### src/tksd_pkg.sv
// Shared types, key codes, byte constants and lookup functions of the key sequence decoder.
package tksd_pkg;

    // Parser phase within an escape sequence
    typedef enum logic [3:0] {
        PH_IDLE,
        PH_ESC,
        PH_SS3,
        PH_CSI,
        PH_D1,
        PH_PR1,
        PH_PR2,
        PH_D2,
        PH_D3
    } t_phase;

    // Key codes
    localparam logic [4:0] K_CHAR      = 5'd0;
    localparam logic [4:0] K_ALT       = 5'd1;
    localparam logic [4:0] K_ESC       = 5'd2;
    localparam logic [4:0] K_BKSP      = 5'd3;
    localparam logic [4:0] K_NL        = 5'd4;
    localparam logic [4:0] K_RET       = 5'd5;
    localparam logic [4:0] K_UP        = 5'd6;
    localparam logic [4:0] K_DOWN      = 5'd7;
    localparam logic [4:0] K_LEFT      = 5'd8;
    localparam logic [4:0] K_RIGHT     = 5'd9;
    localparam logic [4:0] K_HOME      = 5'd10;
    localparam logic [4:0] K_END       = 5'd11;
    localparam logic [4:0] K_INS       = 5'd12;
    localparam logic [4:0] K_DEL       = 5'd13;
    localparam logic [4:0] K_PGUP      = 5'd14;
    localparam logic [4:0] K_PGDN      = 5'd15;
    localparam logic [4:0] K_PAUSE     = 5'd16;
    localparam logic [4:0] K_BTAB      = 5'd17;
    localparam logic [4:0] K_FOCUS     = 5'd18;
    localparam logic [4:0] K_UNFOCUS   = 5'd19;
    localparam logic [4:0] K_PASTE     = 5'd20;
    localparam logic [4:0] K_PASTE_END = 5'd21;
    localparam logic [4:0] K_MENU      = 5'd22;
    localparam logic [4:0] K_FN        = 5'd23;

    // Modifiers
    localparam logic [1:0] MOD_NONE  = 2'd0;
    localparam logic [1:0] MOD_SHIFT = 2'd1;
    localparam logic [1:0] MOD_CTRL  = 2'd2;

    // Control bytes
    localparam logic [7:0] CH_NUL = 8'h00;
    localparam logic [7:0] CH_BS  = 8'h08;
    localparam logic [7:0] CH_LF  = 8'h0A;
    localparam logic [7:0] CH_CR  = 8'h0D;
    localparam logic [7:0] CH_ESC = 8'h1B;
    localparam logic [7:0] CH_DEL = 8'h7F;

    // Function key number per two-digit code; FN_MENU marks the menu key
    localparam logic [4:0] FN_MENU = 5'd31;
    localparam int         FN_CODES = 40;
    localparam logic [4:0] FN_TABLE [FN_CODES] = '{
        5'd0,  5'd0,  5'd0,  5'd0,  5'd0,  5'd0,  5'd0,  5'd0,  5'd0,  5'd0,
        5'd0,  5'd1,  5'd2,  5'd3,  5'd4,  5'd5,  5'd0,  5'd6,  5'd7,  5'd8,
        5'd9,  5'd10, 5'd0,  5'd11, 5'd12, 5'd13, 5'd14, 5'd0,  5'd15, 5'd31,
        5'd0,  5'd17, 5'd18, 5'd19, 5'd20, 5'd0,  5'd0,  5'd0,  5'd0,  5'd0
    };

    typedef struct packed {
        logic [7:0] in_byte;
        logic       no_byte;
    } t_item;

    typedef struct packed {
        logic [4:0] key_code;
        logic [1:0] modifier;
        logic [4:0] fn_number;
        logic [7:0] char_value;
        logic       focused;
    } t_event;

    // Terminator of a numbered sequence: {hit, modifier}
    function automatic logic [2:0] term_mod(input logic [7:0] b);
        logic [2:0] r;
        case (b)
            "~":     r = {1'b1, MOD_NONE};
            "$":     r = {1'b1, MOD_SHIFT};
            "^":     r = {1'b1, MOD_CTRL};
            default: r = {1'b0, MOD_NONE};
        endcase
        return r;
    endfunction

    // Editing key for a one-digit code: {hit, key}
    function automatic logic [5:0] edit_key(input logic [3:0] d);
        logic [5:0] r;
        case (d)
            4'd1:    r = {1'b1, K_HOME};
            4'd2:    r = {1'b1, K_INS};
            4'd3:    r = {1'b1, K_DEL};
            4'd4:    r = {1'b1, K_END};
            4'd5:    r = {1'b1, K_PGUP};
            4'd6:    r = {1'b1, K_PGDN};
            default: r = {1'b0, K_CHAR};
        endcase
        return r;
    endfunction

    // Function key number for a two-digit code; 0 when there is none
    function automatic logic [4:0] fn_lookup(input logic [3:0] d1, input logic [3:0] d2);
        logic [6:0] code;
        logic [4:0] r;
        code = 7'(d1) * 7'd10 + 7'(d2);
        if (code < 7'(FN_CODES)) begin
            r = FN_TABLE[code[5:0]];
        end else begin
            r = 5'd0;
        end
        return r;
    endfunction

endpackage

### src/tksd_stream_if.sv
// Valid/ready channel interfaces for input bytes and key events.
interface tksd_byte_if;
    logic       valid;
    logic       ready;
    logic [7:0] in_byte;
    logic       no_byte;

    modport source(output valid, output in_byte, output no_byte, input ready);
    modport sink(input valid, input in_byte, input no_byte, output ready);
endinterface

interface tksd_event_if;
    logic       valid;
    logic       ready;
    logic [4:0] key_code;
    logic [1:0] modifier;
    logic [4:0] fn_number;
    logic [7:0] char_value;
    logic       focused;

    modport source(output valid, output key_code, output modifier, output fn_number,
                   output char_value, output focused, input ready);
    modport sink(input valid, input key_code, input modifier, input fn_number,
                 input char_value, input focused, output ready);
endinterface

### src/tksd_in_reg.sv
// Input register stage: captures one byte request and holds it until the parser takes it.
module tksd_in_reg (
    input  logic           i_clk,
    input  logic           i_rst_n,
    input  logic           i_valid,
    input  tksd_pkg::t_item i_item,
    input  logic           i_take,
    output logic           o_ready,
    output logic           o_valid,
    output tksd_pkg::t_item o_item
);
    import tksd_pkg::*;

    logic  r_valid;
    t_item r_item;

    assign o_ready = !r_valid || i_take;
    assign o_valid = r_valid;
    assign o_item  = r_item;

    always_ff @(posedge i_clk) begin
        if (!i_rst_n) begin
            r_valid <= 1'b0;
        end else if (o_ready) begin
            r_valid <= i_valid;
        end
    end

    always_ff @(posedge i_clk) begin
        if (o_ready && i_valid) begin
            r_item <= i_item;
        end
    end

endmodule

### src/tksd_parser.sv
// Sequence parser: phase state machine, digit and pair registers, focus flag and event decode.
module tksd_parser (
    input  logic            i_clk,
    input  logic            i_rst_n,
    input  logic            i_fire,
    input  tksd_pkg::t_item  i_item,
    output logic            o_emit,
    output tksd_pkg::t_event o_event
);
    import tksd_pkg::*;

    t_phase     r_phase, n_phase;
    logic [3:0] r_first, n_first;
    logic [3:0] r_second, n_second;
    logic [3:0] r_third, n_third;
    logic [7:0] r_pair, n_pair;
    logic       r_focus, n_focus;

    logic [7:0] b;
    logic       is_digit;
    logic [2:0] tmod;
    logic [5:0] ekey;
    logic [4:0] fnum;

    assign b        = i_item.in_byte;
    assign is_digit = b inside {["0":"9"]};
    assign tmod     = term_mod(b);
    assign ekey     = edit_key(r_first);
    assign fnum     = fn_lookup(r_first, r_second);

    // Next state
    always_comb begin
        n_phase  = PH_IDLE;
        n_first  = r_first;
        n_second = r_second;
        n_third  = r_third;
        n_pair   = r_pair;
        n_focus  = r_focus;
        if (!i_item.no_byte) begin
            case (r_phase)
                PH_IDLE: begin
                    if (b == CH_ESC) n_phase = PH_ESC;
                end
                PH_ESC: begin
                    if (b == "O") n_phase = PH_SS3;
                    else if (b == "[") n_phase = PH_CSI;
                end
                PH_CSI: begin
                    if (is_digit) begin
                        n_first = b[3:0];
                        n_phase = PH_D1;
                    end else if (b == "I") begin
                        n_focus = 1'b1;
                    end else if (b == "O") begin
                        n_focus = 1'b0;
                    end
                end
                PH_D1: begin
                    if (is_digit) begin
                        n_second = b[3:0];
                        n_phase  = PH_D2;
                    end else if (b == ";") begin
                        n_phase = PH_PR1;
                    end
                end
                PH_PR1: begin
                    n_pair  = b;
                    n_phase = PH_PR2;
                end
                PH_D2: begin
                    if (is_digit) begin
                        n_third = b[3:0];
                        n_phase = PH_D3;
                    end
                end
                default: n_phase = PH_IDLE;
            endcase
        end
    end

    // Event decode
    always_comb begin
        o_emit  = 1'b1;
        o_event = '{key_code: K_ESC, modifier: MOD_NONE, fn_number: 5'd0,
                    char_value: 8'd0, focused: n_focus};
        if (i_item.no_byte) begin
            o_emit = (r_phase != PH_IDLE);
        end else begin
            case (r_phase)
                PH_IDLE: begin
                    if (b == CH_ESC) o_emit = 1'b0;
                    else if (b == CH_BS || b == CH_DEL) o_event.key_code = K_BKSP;
                    else if (b == CH_LF) o_event.key_code = K_NL;
                    else if (b == CH_CR) o_event.key_code = K_RET;
                    else begin
                        o_event.key_code   = K_CHAR;
                        o_event.char_value = b;
                    end
                end
                PH_ESC: begin
                    if (b == "O" || b == "[") begin
                        o_emit = 1'b0;
                    end else if (b != CH_NUL && b != CH_ESC) begin
                        o_event.key_code   = K_ALT;
                        o_event.char_value = b;
                    end
                end
                PH_SS3: begin
                    case (b)
                        "A": begin o_event.key_code = K_UP;    o_event.modifier = MOD_CTRL; end
                        "B": begin o_event.key_code = K_DOWN;  o_event.modifier = MOD_CTRL; end
                        "c": begin o_event.key_code = K_LEFT;  o_event.modifier = MOD_CTRL; end
                        "d": begin o_event.key_code = K_RIGHT; o_event.modifier = MOD_CTRL; end
                        "P": begin o_event.key_code = K_FN; o_event.fn_number = 5'd1; end
                        "Q": begin o_event.key_code = K_FN; o_event.fn_number = 5'd2; end
                        "R": begin o_event.key_code = K_FN; o_event.fn_number = 5'd3; end
                        "S": begin o_event.key_code = K_FN; o_event.fn_number = 5'd4; end
                        default: o_event.key_code = K_ESC;
                    endcase
                end
                PH_CSI: begin
                    if (is_digit) begin
                        o_emit = 1'b0;
                    end else begin
                        case (b)
                            "a": begin o_event.key_code = K_UP;    o_event.modifier = MOD_SHIFT; end
                            "b": begin o_event.key_code = K_DOWN;  o_event.modifier = MOD_SHIFT; end
                            "c": begin o_event.key_code = K_RIGHT; o_event.modifier = MOD_SHIFT; end
                            "d": begin o_event.key_code = K_LEFT;  o_event.modifier = MOD_SHIFT; end
                            "A": o_event.key_code = K_UP;
                            "B": o_event.key_code = K_DOWN;
                            "C": o_event.key_code = K_RIGHT;
                            "D": o_event.key_code = K_LEFT;
                            "H": o_event.key_code = K_HOME;
                            "P": o_event.key_code = K_PAUSE;
                            "F": o_event.key_code = K_END;
                            "Z": o_event.key_code = K_BTAB;
                            "I": o_event.key_code = K_FOCUS;
                            "O": o_event.key_code = K_UNFOCUS;
                            default: o_event.key_code = K_ESC;
                        endcase
                    end
                end
                PH_D1: begin
                    if (is_digit || b == ";") begin
                        o_emit = 1'b0;
                    end else if (tmod[2] && ekey[5]) begin
                        o_event.key_code = ekey[4:0];
                        o_event.modifier = tmod[1:0];
                    end
                end
                PH_PR1: o_emit = 1'b0;
                PH_PR2: begin
                    if (r_pair == "2" || r_pair == "5") begin
                        o_event.modifier = (r_pair == "2") ? MOD_SHIFT : MOD_CTRL;
                        case (b)
                            "A": o_event.key_code = K_UP;
                            "B": o_event.key_code = K_DOWN;
                            "C": o_event.key_code = K_RIGHT;
                            "D": o_event.key_code = K_LEFT;
                            default: begin
                                o_event.key_code = K_ESC;
                                o_event.modifier = MOD_NONE;
                            end
                        endcase
                    end
                end
                PH_D2: begin
                    if (is_digit) begin
                        o_emit = 1'b0;
                    end else if (tmod[2] && fnum == FN_MENU) begin
                        o_event.key_code = K_MENU;
                        o_event.modifier = tmod[1:0];
                    end else if (tmod[2] && fnum != 5'd0) begin
                        o_event.key_code  = K_FN;
                        o_event.modifier  = tmod[1:0];
                        o_event.fn_number = fnum;
                    end
                end
                PH_D3: begin
                    if (b == "~" && r_first == 4'd2 && r_second == 4'd0) begin
                        if (r_third == 4'd0) o_event.key_code = K_PASTE;
                        else if (r_third == 4'd1) o_event.key_code = K_PASTE_END;
                    end
                end
                default: o_event.key_code = K_ESC;
            endcase
        end
    end

    always_ff @(posedge i_clk) begin
        if (!i_rst_n) begin
            r_phase  <= PH_IDLE;
            r_first  <= 4'd0;
            r_second <= 4'd0;
            r_third  <= 4'd0;
            r_pair   <= 8'd0;
            r_focus  <= 1'b0;
        end else if (i_fire) begin
            r_phase  <= n_phase;
            r_first  <= n_first;
            r_second <= n_second;
            r_third  <= n_third;
            r_pair   <= n_pair;
            r_focus  <= n_focus;
        end
    end

endmodule

### src/tksd_out_reg.sv
// Result register: holds one key event until the downstream side takes it.
module tksd_out_reg (
    input  logic             i_clk,
    input  logic             i_rst_n,
    input  logic             i_load,
    input  tksd_pkg::t_event  i_event,
    input  logic             i_ready,
    output logic             o_space,
    output logic             o_valid,
    output tksd_pkg::t_event  o_event
);
    import tksd_pkg::*;

    logic   r_valid;
    t_event r_event;

    assign o_space = !r_valid || i_ready;
    assign o_valid = r_valid;
    assign o_event = r_event;

    always_ff @(posedge i_clk) begin
        if (!i_rst_n) begin
            r_valid <= 1'b0;
        end else if (o_space) begin
            r_valid <= i_load;
        end
    end

    always_ff @(posedge i_clk) begin
        if (o_space && i_load) begin
            r_event <= i_event;
        end
    end

endmodule

### src/terminal_key_sequence_decoder.sv
// The parser decodes the held request; its key event is registered in the result register.
// Throughput: one byte per cycle; the parser steps one byte per cycle through its phase register.
// A byte that ends no sequence produces no event; a stalled event register holds the parser.
// Reset (synchronous, active low) returns the parser to idle, clears the digit and pair
// registers and the focus flag, and empties the input and result registers.
// Top level: input register, sequence parser and result register in one single-pass pipeline.
module terminal_key_sequence_decoder (
    input  logic  i_clk,
    input  logic  i_rst_n,
    tksd_byte_if.sink    i_req,
    tksd_event_if.source o_evt
);
    import tksd_pkg::*;

    t_item  req_item;
    t_item  stage_item;
    t_event dec_event;
    t_event out_event;
    logic   stage_valid;
    logic   out_space;
    logic   fire;
    logic   emit;

    // Pack the incoming request fields
    assign req_item = '{in_byte: i_req.in_byte, no_byte: i_req.no_byte};

    // Advance the parser whenever a byte waits and the result register can take a result
    assign fire = stage_valid && out_space;

    tksd_in_reg u_in_reg (
        .i_clk   (i_clk),
        .i_rst_n (i_rst_n),
        .i_valid (i_req.valid),
        .i_item  (req_item),
        .i_take  (fire),
        .o_ready (i_req.ready),
        .o_valid (stage_valid),
        .o_item  (stage_item)
    );

    // Decode the held byte against the current phase; update state only on fire
    tksd_parser u_parser (
        .i_clk   (i_clk),
        .i_rst_n (i_rst_n),
        .i_fire  (fire),
        .i_item  (stage_item),
        .o_emit  (emit),
        .o_event (dec_event)
    );

    // Hold the event until the consumer takes it
    tksd_out_reg u_out_reg (
        .i_clk   (i_clk),
        .i_rst_n (i_rst_n),
        .i_load  (fire && emit),
        .i_event (dec_event),
        .i_ready (o_evt.ready),
        .o_space (out_space),
        .o_valid (o_evt.valid),
        .o_event (out_event)
    );

    // Drive the event channel payload
    assign o_evt.key_code   = out_event.key_code;
    assign o_evt.modifier   = out_event.modifier;
    assign o_evt.fn_number  = out_event.fn_number;
    assign o_evt.char_value = out_event.char_value;
    assign o_evt.focused    = out_event.focused;

endmodule

### src/flat_wrapper.sv
// flat-port wrapper written by rule: the top's interface ports become plain ports
module terminal_key_sequence_decoder_flat import tksd_pkg::*;
  (i_clk, i_rst_n, i_req_valid, i_req_in_byte, i_req_no_byte, i_req_ready, o_evt_valid, o_evt_key_code, o_evt_modifier, o_evt_fn_number, o_evt_char_value, o_evt_focused, o_evt_ready);
  tksd_byte_if i_req_i ();
  tksd_event_if o_evt_i ();
  input  logic i_clk;
  input  logic i_rst_n;
  input wire logic [$bits(i_req_i.valid)-1:0] i_req_valid;
  input wire logic [$bits(i_req_i.in_byte)-1:0] i_req_in_byte;
  input wire logic [$bits(i_req_i.no_byte)-1:0] i_req_no_byte;
  output wire logic [$bits(i_req_i.ready)-1:0] i_req_ready;
  output wire logic [$bits(o_evt_i.valid)-1:0] o_evt_valid;
  output wire logic [$bits(o_evt_i.key_code)-1:0] o_evt_key_code;
  output wire logic [$bits(o_evt_i.modifier)-1:0] o_evt_modifier;
  output wire logic [$bits(o_evt_i.fn_number)-1:0] o_evt_fn_number;
  output wire logic [$bits(o_evt_i.char_value)-1:0] o_evt_char_value;
  output wire logic [$bits(o_evt_i.focused)-1:0] o_evt_focused;
  input wire logic [$bits(o_evt_i.ready)-1:0] o_evt_ready;
  assign i_req_i.valid = i_req_valid;
  assign i_req_i.in_byte = i_req_in_byte;
  assign i_req_i.no_byte = i_req_no_byte;
  assign i_req_ready = i_req_i.ready;
  assign o_evt_valid = o_evt_i.valid;
  assign o_evt_key_code = o_evt_i.key_code;
  assign o_evt_modifier = o_evt_i.modifier;
  assign o_evt_fn_number = o_evt_i.fn_number;
  assign o_evt_char_value = o_evt_i.char_value;
  assign o_evt_focused = o_evt_i.focused;
  assign o_evt_i.ready = o_evt_ready;
  terminal_key_sequence_decoder u_core (.i_clk(i_clk), .i_rst_n(i_rst_n), .i_req(i_req_i), .o_evt(o_evt_i));
endmodule
### config.mk
export PLATFORM = sky130hd
export DESIGN_NAME = terminal_key_sequence_decoder_flat
export DESIGN_NICKNAME = d
export VERILOG_FILES = /design/src/tksd_pkg.sv /design/src/tksd_stream_if.sv /design/src/tksd_in_reg.sv /design/src/tksd_parser.sv /design/src/tksd_out_reg.sv /design/src/terminal_key_sequence_decoder.sv /design/src/flat_wrapper.sv
export SDC_FILE = /design/constraint.sdc
export NUM_CORES = 1
export LEC_CHECK = 0
export BUFFER_PORTS_ARGS = -buffer_cell sky130_fd_sc_hd__buf_2
export CAP_MARGIN = 0
export CORE_MARGIN = 2
export CORE_UTILIZATION = 51
export DETAILED_ROUTE_END_ITERATION = 16
export PLACE_DENSITY = 0.77
export SETUP_SLACK_MARGIN = 0.4
export SLEW_MARGIN = 20
export SYNTH_ARGS = -nofsm -noshare
export SYNTH_HDL_FRONTEND = slang
export SYNTH_SLANG_ARGS = --single-unit
### constraint.sdc
create_clock -name i_clk -period 4.9 [get_ports i_clk]
set_input_delay 0.49 -clock i_clk [delete_from_list [all_inputs] [get_ports i_clk]]
set_output_delay 0.49 -clock i_clk [all_outputs]
set_load 0.02 [all_outputs]
## Word-level counts from Yosys, hierarchy flattened

Memory sizes are Yosys's and may differ from the RTL's.
Cells that the tools add are included.

- Equal/unequal tests: 46
- Magnitude comparators: 4
- Add/sub/neg operators: 1
- Muxes and demuxes: 60
- Reductions and logical operators: 38
- Bitwise logic cells: 2
- Multiply operators: 1

Operators by type and width:

| cell | number |
|---|---|
| == test 8 x 7 -> 1 bit (second input constant) | 21 |
| two-way mux 5 bit | 10 |
| one-hot mux 5 bit (10 select lines) | 1 |
| two-way mux 8 bit | 6 |
| one-hot mux 5 bit (8 select lines) | 1 |
| one-hot mux 6 bit (6 select lines) | 1 |
| two-way mux 7 bit | 5 |
| == test 8 x 6 -> 1 bit (second input constant) | 4 |
| == test 4 x 3 -> 1 bit (second input constant) | 7 |
| one-hot mux 5 bit (5 select lines) | 1 |
| == test 8 x 4 -> 1 bit (second input constant) | 3 |
| two-way mux 12 bit | 2 |
| one-hot mux 4 bit (6 select lines) | 1 |
| == test 4 x 2 -> 1 bit (second input constant) | 4 |
| one-hot mux 4 bit (4 select lines) | 1 |
| one-hot mux 8 bit (2 select lines) | 1 |
| OR reduction 4 bit | 4 |
| two-way mux 2 bit | 7 |
| == test 4 x 1 -> 1 bit (second input constant) | 3 |
| zero test 4 bit | 3 |
| two-way mux 1 bit | 12 |
| two-way mux 3 bit | 4 |
| one-hot mux 3 bit (4 select lines) | 1 |
| AND reduction 4 bit | 3 |
| 25 further kinds | 46 |

- Memories: 1
- Flip-flop bits (word level): 57
- Word-level logic and storage cells: 168
- Input bits: 13
- ROM bits: 320

Memory list:

| memory | words | width | rd ports | clocked after Yosys merged registers in | wr ports | line | source |
|---|---|---|---|---|---|---|---|
| (name not given) | 64 | 5 | 1 | 0 | 0 | tksd_pkg.sv:112 | `r = FN_TABLE[code[5:0]];` |

## Depth between registers and ports, before layout

Gate-level depths: netlist (run 1).

- Word-level depth: 13
- Mapped depth: 11

## Cells and area by module

Synthesis (run 1) repeated with hierarchy kept, for this count alone.

- Cells, all modules: 459
- Area, all modules: 4028.9 um^2

Modules (own cells, without submodules):

| module | times used | area each (um^2) | cells each | sequential area each (um^2) |
|---|---|---|---|---|
| tksd_parser | 1 | 3000.4 | 417 | 500.5 |
| tksd_out_reg | 1 | 688.2 | 26 | 650.6 |
| tksd_in_reg | 1 | 327.8 | 14 | 290.3 |
| terminal_key_sequence_decoder | 1 | 12.5 | 2 | 0.0 |

## Worst setup path before layout (run 1)

OpenSTA, ideal clock, no wires.

- Path kind: register -> register
- From: register u_core.u_in_reg.r_item (netlist bit u_core.u_in_reg.o_item[2])
- To: register u_core.u_out_reg.r_event (netlist bit u_core.u_out_reg.o_event[0]) (enable)
- Setup time: 441 ps
- Setup slack: 1419 ps
- Data arrival time: 3039 ps
- Period minus slack after synthesis: 3481 ps
- Stages on the path, launching flop included: 8
- Required time: 4459 ps
- Cell sequence: edfxtp_1 > clkbuf_1 > and4b_1 > nand2_1 > a21oi_1 > o221ai_1 > a31oi_1 > a311oi_1

- Longest elaborated chain between the ends: 8
- Elaborated cells between the ends (all ways): 17
- Classes of those cells: order compare: 2; eq/ne: 4; mux: 6; reduce/logical: 5

RTL lines:

| element | line | source |
|---|---|---|
| from (decl) | tksd_in_reg.sv:15 | `t_item r_item;` |
| from (signal assigned) | tksd_in_reg.sv:31 | `r_item <= i_item;` |
| >= comparator 8 x 6 -> 1 bit / <= comparator 8 x 6 -> 1 bit (equally long branches) | tksd_parser.sv:26 | `assign is_digit = b inside {["0":"9"]};` |
| logical AND 1 bit | tksd_parser.sv:26 |  |
| logical OR 1 bit | tksd_parser.sv:145 | `if (is_digit \|\| b == ";") begin` |
| two-way mux 1 bit | tksd_parser.sv:145 |  |
| one-hot mux 1 bit (5 select lines) * | tksd_parser.sv:89 | `case (r_phase)` |
| two-way mux 1 bit * | tksd_parser.sv:86 | `if (i_item.no_byte) begin` |
| logical AND 1 bit * | terminal_key_sequence_decoder.sv:55 | `.i_load (fire && emit),` |
| logical AND 1 bit * | tksd_out_reg.sv:30 | `if (o_space && i_load) begin` |
| to (signal assigned) | tksd_out_reg.sv:31 | `r_event <= i_event;` |
| to (decl) | tksd_out_reg.sv:15 | `t_event r_event;` |

Mark *: on every way between the ends. The rest lies on a longest branch, timed or not.
A chain may end at the register's enable or synchronous reset.

## Final worst setup path (run 1)

- From: register u_core.u_parser.r_first[1]
- To: register u_core.u_out_reg.r_event (netlist bit u_core.u_out_reg.o_event[15]), data pin

- Longest elaborated chain between the ends: 13
- Elaborated cells between the ends (all ways): 26
- Classes of those cells: add/sub: 1; mul: 1; order compare: 1; eq/ne: 7; mux: 10; bitwise: 1; reduce/logical: 4; memory: 1

RTL lines:

| element | line | source |
|---|---|---|
| from (decl) | tksd_parser.sv:13 | `logic [3:0] r_first, n_first;` |
| from (signal assigned) | tksd_parser.sv:201 | `r_first <= n_first;` |
| multiplier 4 x 3 -> 6 bit | tksd_pkg.sv:110 | `code = 7'(d1) * 7'd10 + 7'(d2);` |
| adder 7 x 4 -> 7 bit | tksd_pkg.sv:110 |  |
| inverter 6 -> 7 bit (not written as such) | tksd_pkg.sv:112 |  |
| memory read (64 x 5 bit) | n/a |  |
| two-way mux 5 bit (not written as such) (2 in series) | tksd_pkg.sv:112 |  |
| two-way mux 5 bit | tksd_pkg.sv:111 | `if (code < 7'(FN_CODES)) begin` |
| nonzero test 5 bit | tksd_parser.sv:174 | `end else if (tmod[2] && fnum != 5'd0) begin` |
| logical AND 1 bit | tksd_parser.sv:174 |  |
| two-way mux 12 bit | tksd_parser.sv:174 |  |
| two-way mux 7 bit | tksd_parser.sv:171 | `end else if (tmod[2] && fnum == FN_MENU) begin` |
| two-way mux 12 bit | tksd_parser.sv:169 | `if (is_digit) begin` |
| one-hot mux 2 bit (5 select lines) * | tksd_parser.sv:89 |  |

Mark *: on every way between the ends. The rest lies on a longest branch, timed or not. The select of a mux whose other input is x is not followed.

==> results_dict.tcl, run 1 <==
set metrics [dict create \
    drc 0 \
    synth_cells 461 \
    antenna_found_initial 0 \
    clock.fmax_ghz 0.2851 \
    cts-root-buf "clkbuf_8" \
    drtPass1Iterations 5 \
    synth-edff-count 30 \
    critPathArrivalTime_ps 3600 \
    async_flop_share_pct 0 \
    setup_viol 0 \
    ys_ff_latch 57 \
    die-width_um 92.84 \
    grt_max_degree 32 \
    clk_pin_slew_ps 70 \
    syn_nets 488 \
    tightestPinTransition_ps 899.6 \
    critical_path_class "reg -> reg" \
    hold_path_class "in -> reg" \
    vias_per_cell 6.271 \
    max_slew_margin_pct 40.03 \
    totalWireLength_um 10750 \
    place.gp.congestion 0.9951 \
    final_antenna_net_count 0 \
    hpwl_um 7450 \
    skew_ps 10.69 \
    postCtsSetupRepairBufs 0 \
    finalHoldViolCount 0 \
    cp.required_ps 5000 \
    wire_per_inst_um 18.22 \
    peakVddDrop_mv 0.1897 \
    total_power_mw 1.030 \
    post_cts_resized 0 \
    max_cap_viol_count 0 \
    power.density_mw_per_mm2 231.8 \
    fin_nets 510 \
    cts_htree_levels 3 \
    port-buffer-count 35 \
    rsz0062_at_grt "false" \
    area_delta_synth_final_pct 10.38 \
    synthesis.area_mm2 0.004025 \
    grt_pass1_vias 3587 \
    p_leak_nw 1.657 \
    fin_crit_ps 3507 \
    final_max_slew_viol_count 0 \
    yosys_warnings 0 \
    first_iter_violations 420 \
    ys.flop_type "edfxtp_1" \
    cts.sinks 57 \
    grt_usage_pct 26.81 \
    cp-end-kind "flip-flop" \
    finalSetupTns_ps 0 \
    seq_area_frac_synth_pct 35.81 \
    vias 3700 \
    die_h_um 92.84 \
    cts_tree "done" \
    critPathMaxFanout 8 \
    grt_overflow_total 0 \
    fin_util_pct 57.80 \
    core_mm2 0.007687 \
    highest_layer "met4" \
    period_share_pct 71.58 \
    synth.distinct_cells 81 \
    cts_hold_buf 0 \
    dieArea_mm2 0.008619 \
    grt_pass1_wl_um 18170 \
    outcome "completed" \
    start_util_pct 52.36 \
    wl_met3_um 751 \
    clk-insertion-delay-late_ps 350 \
    num_io_pins 36 \
    met2_length_um 4819 \
    met1Wirelength_um 4857 \
    cts_buffer_depth 2 \
    std_cell_rows 32 \
    synth.avg_cell_area_um2 8.731 \
    cp-start-kind "flip-flop" \
    numCtsBuffers 9 \
    drive_gt1_share_pct 14.34 \
    diodes 0 \
]
==> through the flow <==
step / area, um^2 / setup slack [ps] / instances / hold WS (ps)
2_1_floorplan: 4025 / 1419 / 461 / 468.4
3_3_place_gp: 4252 / 1537 / 574 / 486.7
3_5_place_dp: 4252 / 1403 / 574 / 496.7
4_1_cts: 4443 / 1398 / 590 / 301.8
5_1_grt: 4443 / 1181 / 590 / 304.7
6_report: 4443 / 1393 / 590 / 314.4
==> path summary, 6_finish.rpt <==
check	start	end	slack [ps]	depth (start not counted)
hold reg to reg	u_core.u_parser.r_pair[3]$_SDFFE_PN0P_	u_core.u_parser.r_pair[3]$_SDFFE_PN0P_	520	2
hold / removal	i_req_in_byte[1]	u_core.u_in_reg.o_item[2]$_DFFE_PP_	310	1
setup reg to reg	u_core.u_parser.r_first[1]$_SDFFE_PN0P_	u_core.u_out_reg.o_event[15]$_SDFFCE_PP0P_	1390	11
setup / recovery	u_core.u_parser.r_first[1]$_SDFFE_PN0P_	u_core.u_out_reg.o_event[15]$_SDFFCE_PP0P_	1390	11
==> cell type report <==
type                            count  area [um^2]
Tap cell                          102        127.6
Clock buffer                       12        166.4
Inverter                           15        56.30
Timing Repair Buffer               39        205.2
Clock inverter                      4        25.02
Sequential cell                    57         1441
Fill cell                         713         3244
Multi-Input combinational cell    361         2421
==> power by group <==
group / internal (mW) / switching, mW / leakage (nW) / total [mW]
Sequential: 0.511 / 0.0181 / 0.520 / 0.529
Clock: 0.228 / 0.201 / 0.102 / 0.429
Combinational: 0.0264 / 0.0456 / 1.04 / 0.0720
Total: 0.765 / 0.265 / 1.66 / 1.03
==> sequential cells by signal, summed over array words and instances (netlist names) <==
name	count
u_core.u_in_reg.o_item	9
u_core.u_parser.r_focus	1
u_core.u_in_reg.o_valid	1
u_core.u_parser.r_phase	4
u_core.u_parser.r_third	4
u_core.u_parser.r_pair	8
u_core.u_out_reg.o_event	21
u_core.u_out_reg.o_valid	1
u_core.u_parser.r_second	4
u_core.u_parser.r_first	4
==> synthesized netlist by cell type (4+ instances only) <==
| cell type | instances | area share (%) |
|---|---|---|
| a211oi_1 | 5 | 0.93 |
| a21boi_0 | 4 | 0.75 |
| a21oi_1 | 29 | 3.6 |
| a31oi_1 | 5 | 0.78 |
| a41o_1 | 4 | 0.99 |
| and2_1 | 7 | 1.1 |
| and4b_1 | 5 | 1.2 |
| clkbuf_1 | 21 | 2.0 |
| dfxtp_1 | 27 | 13 |
| edfxtp_1 | 30 | 22 |
| ha_1 | 12 | 3.7 |
| inv_1 | 13 | 1.2 |
| mux2i_1 | 17 | 4.2 |
| nand2_1 | 37 | 3.5 |
| nand2b_1 | 9 | 1.4 |
| nand3_1 | 23 | 2.9 |
| nand4_1 | 5 | 0.78 |
| nor2_1 | 33 | 3.1 |
| nor2b_1 | 27 | 4.2 |
| nor3_1 | 15 | 1.9 |
| nor3b_1 | 4 | 0.75 |
| nor4_1 | 5 | 0.78 |
| o21ai_0 | 22 | 2.7 |
| or3_1 | 7 | 1.1 |
| xnor2_1 | 5 | 1.1 |
==> worst max-delay path: stages, from the launching register on <==
cell      delay, ps
dfxtp_1         410
ha_1            340
ha_1            140
inv_1            50
fa_1            580
and2b_2         260
a22o_1          330
a41o_1          220
a311oi_1        240
and4b_4         280
o21bai_1        130
a41o_1          270
==> cells by family after synthesis <==
kind of cell,count (synthesis),synth area share [%]
xor+xnor,8,1.741
buf+inv,43,4.476
mux,19,5.346
flops,57,35.81
compound gates,113,18.87
simple gates,207,29.03
fa+ha+maj,14,4.725
==> cells in the final DEF, fill, tap and decap left out, drive strengths merged, types with 14 or more instances in the layout <==
cell type / synthesis / final
nor2b: 27 / 27
edfxtp: 30 / 30
buf: 6 / 39
dfxtp: 27 / 27
nor3: 15 / 15
nor2: 33 / 33
a21oi: 29 / 29
nand2: 37 / 37
o21ai: 25 / 25
mux2i: 17 / 17
nand3: 23 / 23
inv: 13 / 14
==> per-layer routing <==
metal  track usage (%)  vias to the layer above
met3             4.394                       27
met4             11.64                        0
met2             41.55                      188
met5                 0                        -
met1             36.98                     1726
li1                  -                     1759
Note: power is estimated with default switching activity, not from simulation.
==> inputs of run 2 (changes only) <==
clock period = 3.6 ns   (was 4.9 ns; I/O delays follow)
==> results_dict.tcl, run 2 (synthesis gave the netlist of run 1 again) <==
set metrics [dict create \
    final_cells 604 \
    num_io_pins 36 \
    fin_nets 524 \
    path_buf_inv 1 \
    area_delta_synth_final_pct 15.70 \
    clock.fmax_ghz 0.3146 \
    fin_util_pct 60.58 \
    cts_htree_levels 3 \
    nFillCells 671 \
    vias 3826 \
    p_leak_nw 1.717 \
    dieArea_mm2 0.008619 \
    grt_overflow_total 0 \
    hold_path_class "in -> reg" \
    critical-path-max-stage-delay_ps 580 \
    final_cell_mix "nand2_1 (37), buf_2 (35), nor2_1 (33), edfxtp_1 (30), a21oi_1 (29)" \
    place.gp.congestion 0.9549 \
    finalHoldViolCount 0 \
    core_mm2 0.007687 \
    outcome "completed" \
    die-width_um 92.84 \
    peakVddDrop_mv 0.2917 \
    cp-start-kind "flip-flop" \
    max_cap_viol_count 0 \
    clk_pin_slew_ps 70 \
    vias_per_cell 6.334 \
    drive_gt1_share_pct 19.92 \
    final_max_slew_viol_count 0 \
    std_cell_rows 32 \
    skew_ps 7.252 \
    critical_path_class "reg -> reg" \
    fin_crit_ps 3179 \
    max_slew_margin_pct 51.47 \
    final_antenna_net_count 0 \
    final_common_cell "nand2_1" \
    dpl.cell_count 581 \
    period_share_pct 88.30 \
    grt_pass1_wl_um 17710 \
    rsz0062_at_grt "true" \
    totalWireLength_um 10990 \
    wire_per_inst_um 18.19 \
    cts_tree "done" \
    numCtsBuffers 9 \
    place_worst_setup_slack_ps 240.1 \
    cts_hold_buf 0 \
    regArea_mm2 0.001450 \
    cts.sinks 57 \
    tightestPinTransition_ps 722.5 \
    start_util_pct 52.36 \
    port-buffer-count 35 \
    grt_usage_pct 26.23 \
    r2r_slack_ps 420 \
    cts_buffer_depth 2 \
    die_h_um 92.84 \
    grt_max_degree 28 \
    setup_viol 0 \
    drtPass1Iterations 5 \
    critPathMaxFanout 7 \
    total_power_mw 1.467 \
    grt_pass1_vias 3522 \
    finalSetupTns_ps 0 \
    largest_reg_flops 21 \
    first_iter_violations 384 \
    clk-insertion-delay-late_ps 350 \
    cp.required_ps 3710 \
    drc 0 \
    power.density_mw_per_mm2 315.0 \
    cp-end-kind "flip-flop" \
    multi_input_area_mm2 0.002500 \
    crit_chain "ha_4, ha_4, inv_2, fa_1, and2b_2, a22o_4, a41o_1, a311oi_1, and4b_4, o21bai_4, a41o_1" \
    setup_ws_ps 421.3 \
    hpwl_um 7648 \
    final_area_mm2 0.004657 \
    cts-root-buf "clkbuf_8" \
    diodes 0 \
    antenna_found_initial 0 \
    cp_top_family "compound AO/OA/AOI/OAI gates" \
    placedInstanceArea_mm2 0.004313 \
    crit_slowest_cell "fa_1" \
    whs_ps 177.2 \
    critPathArrivalTime_ps 3290 \
]
==> run 2: layout make-up <==
type / count / area share, %
sequential: 57 / 31.14
inverter: 15 / 1.209
tap: 102 / 2.740
clock buffer: 10 / 3.197
timing repair buffer: 53 / 6.663
clock inverter: 6 / 1.370
multi-input combinational: 361 / 53.68
==> run 2: layer usage <==
layer  wire (um)  vias to the layer above  track usage (%)
li1            -                     1793                -
met1        4697                     1773            35.78
met2        4877                      214            39.67
met3        1002                       46            6.591
met4         407                        0            10.91
met5           0                        -                0
==> run 2: worst paths after layout <==
path | to | cells after the start | from
hold / removal | u_core.u_in_reg.o_item[8]$_DFFE_PP_ | 1 | i_req_in_byte[7]
setup / recovery | u_core.u_out_reg.o_event[14]$_SDFFCE_PP0P_ | 11 | u_core.u_parser.r_first[3]$_SDFFE_PN0P_
hold reg to reg | u_core.u_parser.r_pair[3]$_SDFFE_PN0P_ | 2 | u_core.u_parser.r_pair[3]$_SDFFE_PN0P_
setup reg to reg | u_core.u_out_reg.o_event[14]$_SDFFCE_PP0P_ | 11 | u_core.u_parser.r_first[3]$_SDFFE_PN0P_
==> run 2: power breakdown <==
group / internal, mW / switching [mW]
logic: 0.0391 / 0.0633
registers: 0.694 / 0.0245
clock network: 0.361 / 0.285
total: 1.09 / 0.373
==> run 2: repair_timing <==
| item | CTS | global route |
|---|---|---|
| resized for setup | 8 | 13 |
| endpoints found under the setup margin | 9 | 9 |
| buffers inserted | 1 | 6 |
| pin swaps | 3 | 9 |
==> inputs of run 3 (changes only) <==
PLACE_DENSITY = 0.8   (was 0.77)
clock period = 2.71 ns   (was 3.6 ns; I/O delays follow)
==> results_dict.tcl, run 3 (synthesis gave the netlist of run 1 again) <==
set metrics [dict create \
    setup_ws_ps -390.1 \
    drive_gt1_share_pct 36.03 \
    rsz0062_at_grt "true" \
    violations "negative setup slack" \
    final_antenna_net_count 0 \
    cp-start-kind "flip-flop" \
    cp.required_ps 2930 \
    fin_crit_ps 3100 \
    grt_usage_pct 29.05 \
    outcome "finished, violations left" \
    max_cap_viol_count 0 \
    hold_path_class "in -> reg" \
    cts_htree_levels 3 \
    final_max_slew_viol_count 0 \
    antenna_found_initial 0 \
    p_leak_nw 2.133 \
    start_util_pct 52.36 \
    clock.fmax_ghz 0.3226 \
    crit_slowest_cell "fa_1" \
    crit_chain "ha_4, ha_4, inv_2, fa_1, and2b_2, buf_4, a22oi_2, and3_4, a311oi_2, and4b_4, or3_1, a21oi_2" \
    whs_ps 89.54 \
    wire_per_inst_um 19.32 \
    drtPass1Iterations 5 \
    critPathArrivalTime_ps 3320 \
    placedInstanceArea_mm2 0.004891 \
    finalHoldViolCount 0 \
    place.gp.congestion 0.9783 \
    fin_util_pct 71.16 \
    diodes 0 \
    place_worst_setup_slack_ps -337.9 \
    drc 0 \
    std_cell_rows 32 \
    grt_overflow_total 0 \
    final_cell_mix "buf_4 (92), nand2_1 (36), buf_2 (35), nor2_1 (32), edfxtp_1 (30)" \
    area_delta_synth_final_pct 35.90 \
    peakVddDrop_mv 0.3804 \
    numCtsBuffers 9 \
    largest_reg_flops 21 \
    power.density_mw_per_mm2 356.8 \
    final_common_cell "buf_4" \
    critPathMaxFanout 3 \
    max_slew_margin_pct 65.12 \
    period_share_pct 114.4 \
    totalWireLength_um 13180 \
    crit_top_cell "ha_4" \
    cts_tree "done" \
    critical-path-max-stage-delay_ps 510 \
    core_mm2 0.007687 \
    final_area_mm2 0.005470 \
    cts_buffer_depth 2 \
    hpwl_um 8582 \
    clk-insertion-delay-late_ps 360 \
    cp-end-kind "flip-flop" \
    vias_per_cell 6.326 \
    num_io_pins 36 \
    die-width_um 92.84 \
    skew_ps 11.76 \
    tightestPinTransition_ps 521.7 \
    cts.sinks 57 \
    grt_pass1_wl_um 19600 \
    dieArea_mm2 0.008619 \
    port-buffer-count 35 \
    grt_max_degree 28 \
    setup_viol 10 \
    first_iter_violations 511 \
    vias 4314 \
    grt_pass1_vias 3952 \
    cts-root-buf "clkbuf_8" \
    die_h_um 92.84 \
    critical_path_class "reg -> reg" \
    clk_pin_slew_ps 80 \
    fin_nets 602 \
]
==> run 3: changes by cell type in the layout (fill, tap and decap cells not counted), sizes merged <==
| cell | change |
|---|---|
| clkbuf | -1 |
| clkinv | +1 |
| buf | +77 |
| a311oi | +1 |
==> run 3: per-stage QoR <==
stage               cells  TNS, ps  power (mW)
floorplan             461    -2172       1.055
global placement      649    -2030       1.121
detailed placement    649    -2784       1.124
CTS                   671    -3101       1.921
global route          682    -3377       1.998
finish                682    -2683       1.952
==> run 3: layout make-up <==
cell class              count  area, um^2
well taps                 102       127.6
multi-input cells         362        2741
clock inverters             7       70.07
repair buffers            130       899.6
fillers                   557        2217
flip-flops and latches     57        1451
clock buffers               9       123.9
inverters                  15       56.30
==> run 3: worst max-delay path: cells and delay by family (launching register included) <==
family	cells	cell delay, ps
compound gates	3	440
simple gates	4	1090
buf+inv	2	180
fa+ha+maj	3	890
flops	1	350
==> run 3: what timing repair did <==
action / CTS / global route
setup buffers: 5 / 11
gates cloned: 1 / 0
gates resized for setup: 11 / 40
endpoints found under the setup margin: 37 / 43
pin swaps: 4 / 15
hold buffers: 0 / 0
==> run 3: final timing paths <==
check                                                              from                                    endpoint  slack (ps)  cells past startpoint
worst max register to register  u_core.u_parser.r_first[1]$_SDFFE_PN0P_  u_core.u_out_reg.o_event[16]$_SDFFCE_PP0P_        -390                     12
worst min register to register   u_core.u_parser.r_pair[6]$_SDFFE_PN0P_      u_core.u_parser.r_pair[6]$_SDFFE_PN0P_         530                      2
worst max-delay path            u_core.u_parser.r_first[1]$_SDFFE_PN0P_  u_core.u_out_reg.o_event[16]$_SDFFCE_PP0P_        -390                     12
worst min-delay path                                   i_req_in_byte[5]         u_core.u_in_reg.o_item[6]$_DFFE_PP_          90                      1
==> run 3: routing by layer <==
layer | vias to the layer above | routed length, um | GRT usage [%]
met5 | - | 0 | 0
met3 | 78 | 1455 | 7.730
li1 | 1956 | - | -
met1 | 1984 | 5147 | 38.05
met2 | 296 | 6027 | 46.14
met4 | 0 | 547 | 10.66
==> run 3: power by group <==
| group | leakage [nW] | internal, mW | switching [mW] |
|---|---|---|---|
| Clock | 0.0994 | 0.423 | 0.381 |
| Sequential | 0.523 | 0.921 | 0.00960 |
| Combinational | 1.51 | 0.0849 | 0.131 |
